`config.mk`:
```
export PLATFORM = sky130hd
export DESIGN_NAME = utf8_stream_decoder
export DESIGN_NICKNAME = d
export VERILOG_FILES = /design/src/rtl/core/u8dec_pkg.sv /design/src/rtl/core/utf8_stream_decoder.sv /design/src/rtl/core/u8dec_step.sv
export SDC_FILE = /design/constraint.sdc
export NUM_CORES = 1
export LEC_CHECK = 0
export ABC_AREA = 1
export BUFFER_PORTS_ARGS = -buffer_cell sky130_fd_sc_hd__buf_2
export CORE_MARGIN = 8
export CORE_UTILIZATION = 35
export DETAILED_ROUTE_END_ITERATION = 16
export SYNTH_ARGS = -nofsm -noshare
export SYNTH_HDL_FRONTEND = slang
export SYNTH_HIERARCHICAL = 1
export SYNTH_SLANG_ARGS = --single-unit
```
`constraint.sdc`:
```
create_clock -name clk -period 2.5 [get_ports clk]
set_input_delay 0.125 -clock clk [delete_from_list [all_inputs] [get_ports clk]]
set_output_delay 0.125 -clock clk [all_outputs]
set_load 0.02 [all_outputs]
```
`src/rtl/core/u8dec_pkg.sv`:
```
// Shared types and constants for the UTF-8 stream decoder.
`default_nettype none

package u8dec_pkg;

    localparam int unsigned BYTE_W = 8;
    localparam int unsigned CP_W   = 21;
    localparam int unsigned CNT_W  = 2;

    // Lead byte classes, compared under their masks.
    localparam logic [BYTE_W-1:0] ASCII_MASK = 8'h80;
    localparam logic [BYTE_W-1:0] CONT_MASK  = 8'hC0;
    localparam logic [BYTE_W-1:0] CONT_VAL   = 8'h80;
    localparam logic [BYTE_W-1:0] LEAD2_MASK = 8'hE0;
    localparam logic [BYTE_W-1:0] LEAD2_VAL  = 8'hC0;
    localparam logic [BYTE_W-1:0] LEAD3_MASK = 8'hF0;
    localparam logic [BYTE_W-1:0] LEAD3_VAL  = 8'hE0;
    localparam logic [BYTE_W-1:0] LEAD4_MASK = 8'hF8;
    localparam logic [BYTE_W-1:0] LEAD4_VAL  = 8'hF0;

    // Payload masks.
    localparam logic [BYTE_W-1:0] PAY2_MASK = 8'h1F;
    localparam logic [BYTE_W-1:0] PAY3_MASK = 8'h0F;
    localparam logic [BYTE_W-1:0] PAY4_MASK = 8'h07;
    localparam logic [BYTE_W-1:0] PAYC_MASK = 8'h3F;

    // Surrogate window check for four-byte results.
    localparam logic [CP_W-1:0] SURR_MASK = 21'h1FF800;
    localparam logic [CP_W-1:0] SURR_VAL  = 21'h00D800;

    // Continuation bytes still expected after each lead.
    localparam logic [CNT_W-1:0] PEND_NONE = 2'd0;
    localparam logic [CNT_W-1:0] PEND_TWO  = 2'd1;
    localparam logic [CNT_W-1:0] PEND_THR  = 2'd2;
    localparam logic [CNT_W-1:0] PEND_FOUR = 2'd3;

    typedef struct packed {
        logic [CNT_W-1:0] pending;
        logic [CP_W-1:0]  partial;
        logic             four;
    } seq_state_t;

    typedef struct packed {
        logic [CP_W-1:0] code_point;
        logic            done;
        logic            bad;
    } result_t;

    localparam seq_state_t SEQ_IDLE = '{pending: PEND_NONE, partial: '0, four: 1'b0};

endpackage

`default_nettype wire

```
`src/rtl/core/utf8_stream_decoder.sv`:
```
// Top level of the UTF-8 stream decoder: input register, decode, result register.
//
//  channel | direction | handshake            | payload
//  --------+-----------+----------------------+-----------------------------------
//  in      | sink      | in_valid / in_stall  | in_byte[7:0]
//  out     | source    | out_valid / out_stall| code_point[20:0], done_res, bad_sequence
//
//  One beat in gives exactly one beat out. Throughput is one byte per clock
//  while out is not stalled; a byte passes the input register, then the result register.
//  The sequence state (pending count, partial value, four-byte flag) is
//  updated when a byte moves from the input register into the result
//  register, so consecutive bytes decode back to back through the feedback.
//  rst_n clears both valid flags and the sequence state asynchronously.
//  A stall on out holds the result register; in_stall rises only when the
//  input register is full and cannot move forward in the same cycle.
`default_nettype none

module utf8_stream_decoder (
    input  wire logic                          clk,
    input  wire logic                          rst_n,

    input  wire logic                          in_valid,
    output      logic                          in_stall,
    input  wire logic [u8dec_pkg::BYTE_W-1:0]  in_byte,

    output      logic                          out_valid,
    input  wire logic                          out_stall,
    output      logic [u8dec_pkg::CP_W-1:0]    code_point,
    output      logic                          done_res,
    output      logic                          bad_sequence
);

    // Input register.
    logic                          s1_valid_reg;
    logic [u8dec_pkg::BYTE_W-1:0]  s1_byte_reg;

    // Result register.
    logic                          s2_valid_reg;
    u8dec_pkg::result_t            s2_res_reg;

    // Sequence state carried between bytes.
    u8dec_pkg::seq_state_t         seq_reg;
    u8dec_pkg::seq_state_t         seq_next;
    u8dec_pkg::result_t            res_next;

    logic                          s2_take;
    logic                          s1_take;

    // Advance the result register when it is empty or being drained.
    assign s2_take  = !s2_valid_reg || !out_stall;
    // Advance the input register when it is empty or moving forward.
    assign s1_take  = !s1_valid_reg || s2_take;
    assign in_stall = !s1_take;

    u8dec_step u_step (
        .in_byte (s1_byte_reg),
        .cur     (seq_reg),
        .nxt     (seq_next),
        .res     (res_next)
    );

    always_ff @(posedge clk or negedge rst_n)
    begin
        if (!rst_n)
        begin
            s1_valid_reg <= 1'b0;
            s2_valid_reg <= 1'b0;
            seq_reg      <= u8dec_pkg::SEQ_IDLE;
        end
        else
        begin
            if (s1_take)
            begin
                s1_valid_reg <= in_valid;
            end
            if (s2_take)
            begin
                s2_valid_reg <= s1_valid_reg;
            end
            // Commit the decoded state only when the byte leaves the input register.
            if (s1_valid_reg && s2_take)
            begin
                seq_reg <= seq_next;
            end
        end
    end

    always_ff @(posedge clk)
    begin
        if (s1_take && in_valid)
        begin
            s1_byte_reg <= in_byte;
        end
        if (s2_take && s1_valid_reg)
        begin
            s2_res_reg <= res_next;
        end
    end

    assign out_valid    = s2_valid_reg;
    assign code_point   = s2_res_reg.code_point;
    assign done_res     = s2_res_reg.done;
    assign bad_sequence = s2_res_reg.bad;

`ifndef NO_ASSERTIONS
    // A result that is not a code point carries a zero value.
    a_cp_zero: assert property (@(posedge clk) disable iff (!rst_n)
        (out_valid && !done_res) |-> (code_point == '0))
        else $error("code_point nonzero without done_res");

    // Done with an error together only comes from a byte re-decoded as ASCII.
    a_done_bad_ascii: assert property (@(posedge clk) disable iff (!rst_n)
        (out_valid && done_res && bad_sequence) |-> (code_point[u8dec_pkg::CP_W-1:7] == '0))
        else $error("done with error on a non-ASCII code point");

    // No sequence open means no partial value and no four-byte mark.
    a_idle_clean: assert property (@(posedge clk) disable iff (!rst_n)
        (seq_reg.pending == u8dec_pkg::PEND_NONE) |-> (seq_reg.partial == '0 && !seq_reg.four))
        else $error("idle sequence state holds stale payload");

    // A stalled result stays in the result register.
    a_hold_result: assert property (@(posedge clk) disable iff (!rst_n)
        (s2_valid_reg && out_stall) |=> (s2_valid_reg && $stable(s2_res_reg)))
        else $error("result register changed under stall");
`endif

endmodule

`default_nettype wire

```
`src/rtl/core/u8dec_step.sv`:
```
// Combinational decode of one byte against the open sequence state.
`default_nettype none

module u8dec_step (
    input  wire logic [u8dec_pkg::BYTE_W-1:0] in_byte,
    input  wire u8dec_pkg::seq_state_t         cur,
    output u8dec_pkg::seq_state_t              nxt,
    output u8dec_pkg::result_t                 res
);

    logic                          as_lead;
    logic                          is_cont;
    logic [u8dec_pkg::CP_W-1:0]    shifted;
    logic [u8dec_pkg::CNT_W-1:0]   pend_dec;

    assign is_cont  = (in_byte & u8dec_pkg::CONT_MASK) == u8dec_pkg::CONT_VAL;
    assign shifted  = {cur.partial[u8dec_pkg::CP_W-7:0],
                       in_byte[5:0] & u8dec_pkg::PAYC_MASK[5:0]};
    assign pend_dec = cur.pending - u8dec_pkg::CNT_W'(1);

    always_comb
    begin
        nxt     = cur;
        res     = '0;
        as_lead = 1'b1;

        if (cur.pending != u8dec_pkg::PEND_NONE)
        begin
            if (is_cont)
            begin
                as_lead     = 1'b0;
                nxt.partial = shifted;
                nxt.pending = pend_dec;
                if (pend_dec == u8dec_pkg::PEND_NONE)
                begin
                    // Reject surrogates that arrive in four-byte form.
                    if (cur.four && ((shifted & u8dec_pkg::SURR_MASK) == u8dec_pkg::SURR_VAL))
                    begin
                        res.bad = 1'b1;
                    end
                    else
                    begin
                        res.done       = 1'b1;
                        res.code_point = shifted;
                    end
                    nxt = u8dec_pkg::SEQ_IDLE;
                end
            end
            else
            begin
                // Drop the partial value; the byte is decoded again as a lead.
                res.bad = 1'b1;
                nxt     = u8dec_pkg::SEQ_IDLE;
            end
        end

        if (as_lead)
        begin
            if ((in_byte & u8dec_pkg::ASCII_MASK) == '0)
            begin
                res.done       = 1'b1;
                res.code_point = u8dec_pkg::CP_W'(in_byte);
            end
            else if ((in_byte & u8dec_pkg::LEAD2_MASK) == u8dec_pkg::LEAD2_VAL)
            begin
                nxt.pending = u8dec_pkg::PEND_TWO;
                nxt.partial = u8dec_pkg::CP_W'(in_byte & u8dec_pkg::PAY2_MASK);
                nxt.four    = 1'b0;
            end
            else if ((in_byte & u8dec_pkg::LEAD3_MASK) == u8dec_pkg::LEAD3_VAL)
            begin
                nxt.pending = u8dec_pkg::PEND_THR;
                nxt.partial = u8dec_pkg::CP_W'(in_byte & u8dec_pkg::PAY3_MASK);
                nxt.four    = 1'b0;
            end
            else if ((in_byte & u8dec_pkg::LEAD4_MASK) == u8dec_pkg::LEAD4_VAL)
            begin
                nxt.pending = u8dec_pkg::PEND_FOUR;
                nxt.partial = u8dec_pkg::CP_W'(in_byte & u8dec_pkg::PAY4_MASK);
                nxt.four    = 1'b1;
            end
            else
            begin
                res.bad = 1'b1;
            end
        end
    end

endmodule

`default_nettype wire

```
* After elaboration in Yosys (flattened, before gate mapping)
Index checks and enable logic that the tools add are counted.
** Word-level totals
- Register bits after elaboration :: 57
- Input bits :: 12
- Output and inout port bits :: 25
- Logic and storage cells :: 49
** Cells by class
- Reduce and logical (&&, ||, !) cells :: 12
- Add/sub/neg operators :: 1
- Multiplexer cells :: 22
- Equality and inequality tests :: 5
** Operators with widths (count)
- 2-to-1 mux 24 bit :: 8
- 2-to-1 mux 23 bit :: 3
- 2-to-1 mux 22 bit :: 3
- == test 10 x 5 -> 1 bit, second input constant :: 1
- zero test 8 bit :: 1
- 2-to-1 mux 1 bit :: 8
- == test 5 bit, second input constant :: 1
- == test 4 bit, second input constant :: 1
- zero test 1 bit :: 4
- == test 3 bit, second input constant :: 1
- logical AND 1 bit :: 3
- == test 2 bit, second input constant :: 1
- zero test 2 bit :: 1
- logical OR 1 bit :: 2
- nonzero test 2 bit :: 1
- subtractor 2 x 1 -> 2 bit, second input constant :: 1

* Logic depth before layout (Yosys ltp)
- Word-level depth :: 11
- Gate-level depth with buffers :: 11

* Cells and area by module
The synthesis kept the hierarchy.
** Modules (own cells, without submodules)
- utf8_stream_decoder :: area each 2035.7 µm², seq. area each 1581.5 µm², cells each 147, times used 1
- u8dec_step :: area each 844.6 µm², seq. area each 0.0 µm², cells each 162, times used 1

* Worst setup path before layout
Ideal clock, no wire load.
- Path kind :: reg2reg
- From :: register s2_valid_reg, in the netlist out_valid
- To :: register s2_res_reg, in the netlist bad_sequence (enable)
- Required time :: 2.122 ns
- Cell stages (with the launch flop) :: 5
- Path slack :: 0.883 ns
- Path buffers :: 1
- Clock period less this slack :: 1.617 ns
- Arrival :: 1.239 ns
- Path through :: dfrtp_1 > nand2_2 > nand2_4 > buf_6 > inv_1
** On the way
- Cells in the longest elaborated chain, start to end :: 3
** Ends and longest elaborated chain
- from (decl) :: line utf8_stream_decoder.sv:38 : logic s2_valid_reg;
- from (signal assigned) :: line utf8_stream_decoder.sv:78 : s2_valid_reg <= s1_valid_reg;
- zero test 1 bit :: line utf8_stream_decoder.sv:50 : assign s2_take = !s2_valid_reg || !out_stall;
- logical OR 1 bit :: line utf8_stream_decoder.sv:50
- logical AND 1 bit :: line utf8_stream_decoder.sv:94 : if (s2_take && s1_valid_reg)
- to (signal assigned) :: line utf8_stream_decoder.sv:96 : s2_res_reg <= res_next;
- to (decl) :: line utf8_stream_decoder.sv:39 : u8dec_pkg::result_t s2_res_reg;
Every way passes these cells.
A chain may end at the register's enable or synchronous reset.

==> out/metrics.csv <==
stage,metric,value,unit
outcome,status,finished clean,
timing,Slew @ Worst Pin,462,ps
place,post-place instance area,2760,um^2
grt,total gr overflow,0,
routing,final wirelength,5060,um
floorplanning,initial core utilization,35.8,%
timing,Rel. slew slack,69.2,%
critical_path,Register-to-Register Path Depth,8,
timing,endpoints failing setup,0,
critical_path,Crit Path Class,reg2reg,
floorplanning,die area,10400,um^2
clocking,TritonCTS Buffers,5,
clocking,clock slew at reported path FFs,90,ps
place,Post-DP HPWL,3580,um
critical_path,Startpoint Class,register,
power_and_ir_drop,Peak VDD IR,271,uV
floorplanning,area of the core,7210,um^2
min_path,worst hold path type,in2reg,
synthesis,syn nets,283,
power_and_ir_drop,pwr dens,730,nW/um^2
power_and_ir_drop,leakage,1.36,nW
routing,wire per inst,12.3,um
finish,# diodes,0,
synthesis,syn_area_per_cell,9.59,um^2
grt,initial antenna violation count,0,
place,Port Buffers,36,
place,GP Congestion,0.870,
floorplanning,Die Wd,102,um
flow_run,max_cap viols,0,
clocking,htree depth,2,
synthesis,Post-Synthesis Cells,269,
timing,"Min Clock Period, post-route",1660,ps
clocking,clk buf depth,2,
finish,Layout fillers,747,
routing,# DRC,0,
clocking,post-CTS setup buffers,0,
finish,Final nets,324,
synthesis,mapped cell area,2580,um^2
finish,final instance area,2940,um^2
finish,layout cells sized above 1,25.4,%
routing,router iterations before antenna repair,4,
floorplanning,row count,31,
routing,Via Count,1820,
routing,Vias/cell,4.44,
grt,largest net degree at the start of global routing,23,
floorplanning,Die H,102,um
routing,initial DRC count,87,
clocking,clk sink count,51,
grt,GRT Total Usage,10.4,%
timing,Max Slew Vio Count,0,
min_path,Min-Delay Path Depth,3,
clocking,Clock Latency Late Sink,300,ps
clocking,Root Driver,clkbuf_8,
timing,Max Fclk,602,MHz
critical_path,Worst EP arrival,1910,ps
floorplanning,IO Pins,37,
critical_path,crit path max fanout,9,
timing,Worst Skew,6.95,ps
synthesis,YS warnings,6,
timing,RSZ-0062 raised after global routing,no,
clocking,CTS tree,built,
finish,Largest register FFs,21,
routing,DRT antenna net count,0,
timing,period utilization,66.4,%
finish,Layout area overhead,14.1,%
grt,first-pass GRT wire length,8370,um
timing,total negative slack,0,ps
critical_path,CP required,2750,ps
critical_path,Setup crit end kind,register,
grt,vias in the first global route,1718,
timing,Final Hold Viols,0,
-- worst max-delay path, cell delays in order, from the launching register on --
cell and delay (ps):
dfrtp_1 410, ha_1 210, inv_1 170, nand3_2 240
inv_2 190, nand2_1 70, a21oi_1 160, nand3_2 80
nand2_1 70
-- through the flow --
step | power, mW | setup WS [ps] | cells | hold slack [ps] | util (%)
after global placement | 1.66 | 915 | 393 | 104 | 38.2
after detailed placement | 1.66 | 870 | 393 | 106 | 38.2
final | 2.15 | 840 | 410 | 8.17 | 40.8
after floorplan | 1.54 | 888 | 269 | -171 | -
after global routing | 2.29 | 662 | 410 | 49.9 | 40.8
after CTS | 2.17 | 835 | 410 | 4.04 | 40.8
-- worst paths after layout --
| kind | startpoint | endpoint | slack, ps |
|---|---|---|---|
| setup / recovery | seq_reg[22]$_DFFE_PN0P_ | seq_reg[13]$_DFFE_PN0P_ | 840 |
| hold / removal | in_valid | s1_valid_reg$_DFFE_PN0P_ | 8 |
| setup reg to reg | seq_reg[22]$_DFFE_PN0P_ | seq_reg[13]$_DFFE_PN0P_ | 840 |
| hold reg to reg | seq_reg[23]$_DFFE_PN0P_ | seq_reg[23]$_DFFE_PN0P_ | 500 |
| max in group asynchronous | rst_n | seq_reg[10]$_DFFE_PN0P_ | 1880 |
| min in group asynchronous | rst_n | seq_reg[1]$_DFFE_PN0P_ | 310 |
-- per-layer routing --
metal / routed length [um] / vias to the layer above / global-route usage [%]
li1: - / 939 / -
met1: 2270 / 827 / 12.7
met2: 2430 / 49 / 17.6
met3: 306 / 5 / 2.86
met4: 50 / 0 / 3.05
met5: 0 / - / 0
-- timing repair --
action | CTS | global route
resized for setup | 0 | 0
hold buffers | 9 | 0
endpoints found under the hold margin | 28 | 0
-- cell type report --
class / instances / area, um^2 / area share (%)
Timing Repair Buffer: 49 / 300 / 10.2
Clock buffer: 6 / 82.6 / 2.80
Sequential cell: 51 / 1430 / 48.6
Inverter: 38 / 148 / 5.01
Tap cell: 99 / 124 / 4.21
Multi-Input combinational cell: 165 / 842 / 28.6
Clock inverter: 2 / 16.3 / 0.552
-- power by group --
| part | total (mW) | internal, mW | leakage [nW] | switching (mW) |
|---|---|---|---|---|
| sequential | 1.07 | 1.00 | 0.571 | 0.0703 |
| combinational | 0.578 | 0.183 | 0.739 | 0.395 |
| clock | 0.500 | 0.226 | 0.0474 | 0.274 |
| total | 2.15 | 1.41 | 1.36 | 0.738 |
-- placed cells by master, fill, tap and decap left out, drive strengths merged --
| cell | count |
|---|---|
| nor2 | 23 |
| a21oi | 13 |
| clkbuf | 6 |
| clkinv | 1 |
| nand3 | 32 |
| dlygate4sd3 | 9 |
| edfxtp | 31 |
| o21bai | 1 |
| clkinvlp | 1 |
| o21ai | 16 |
| buf | 40 |
| ha | 2 |
| inv | 38 |
| dfrtp | 20 |
| nand2 | 78 |
Power figures use the tool's default switching activity.
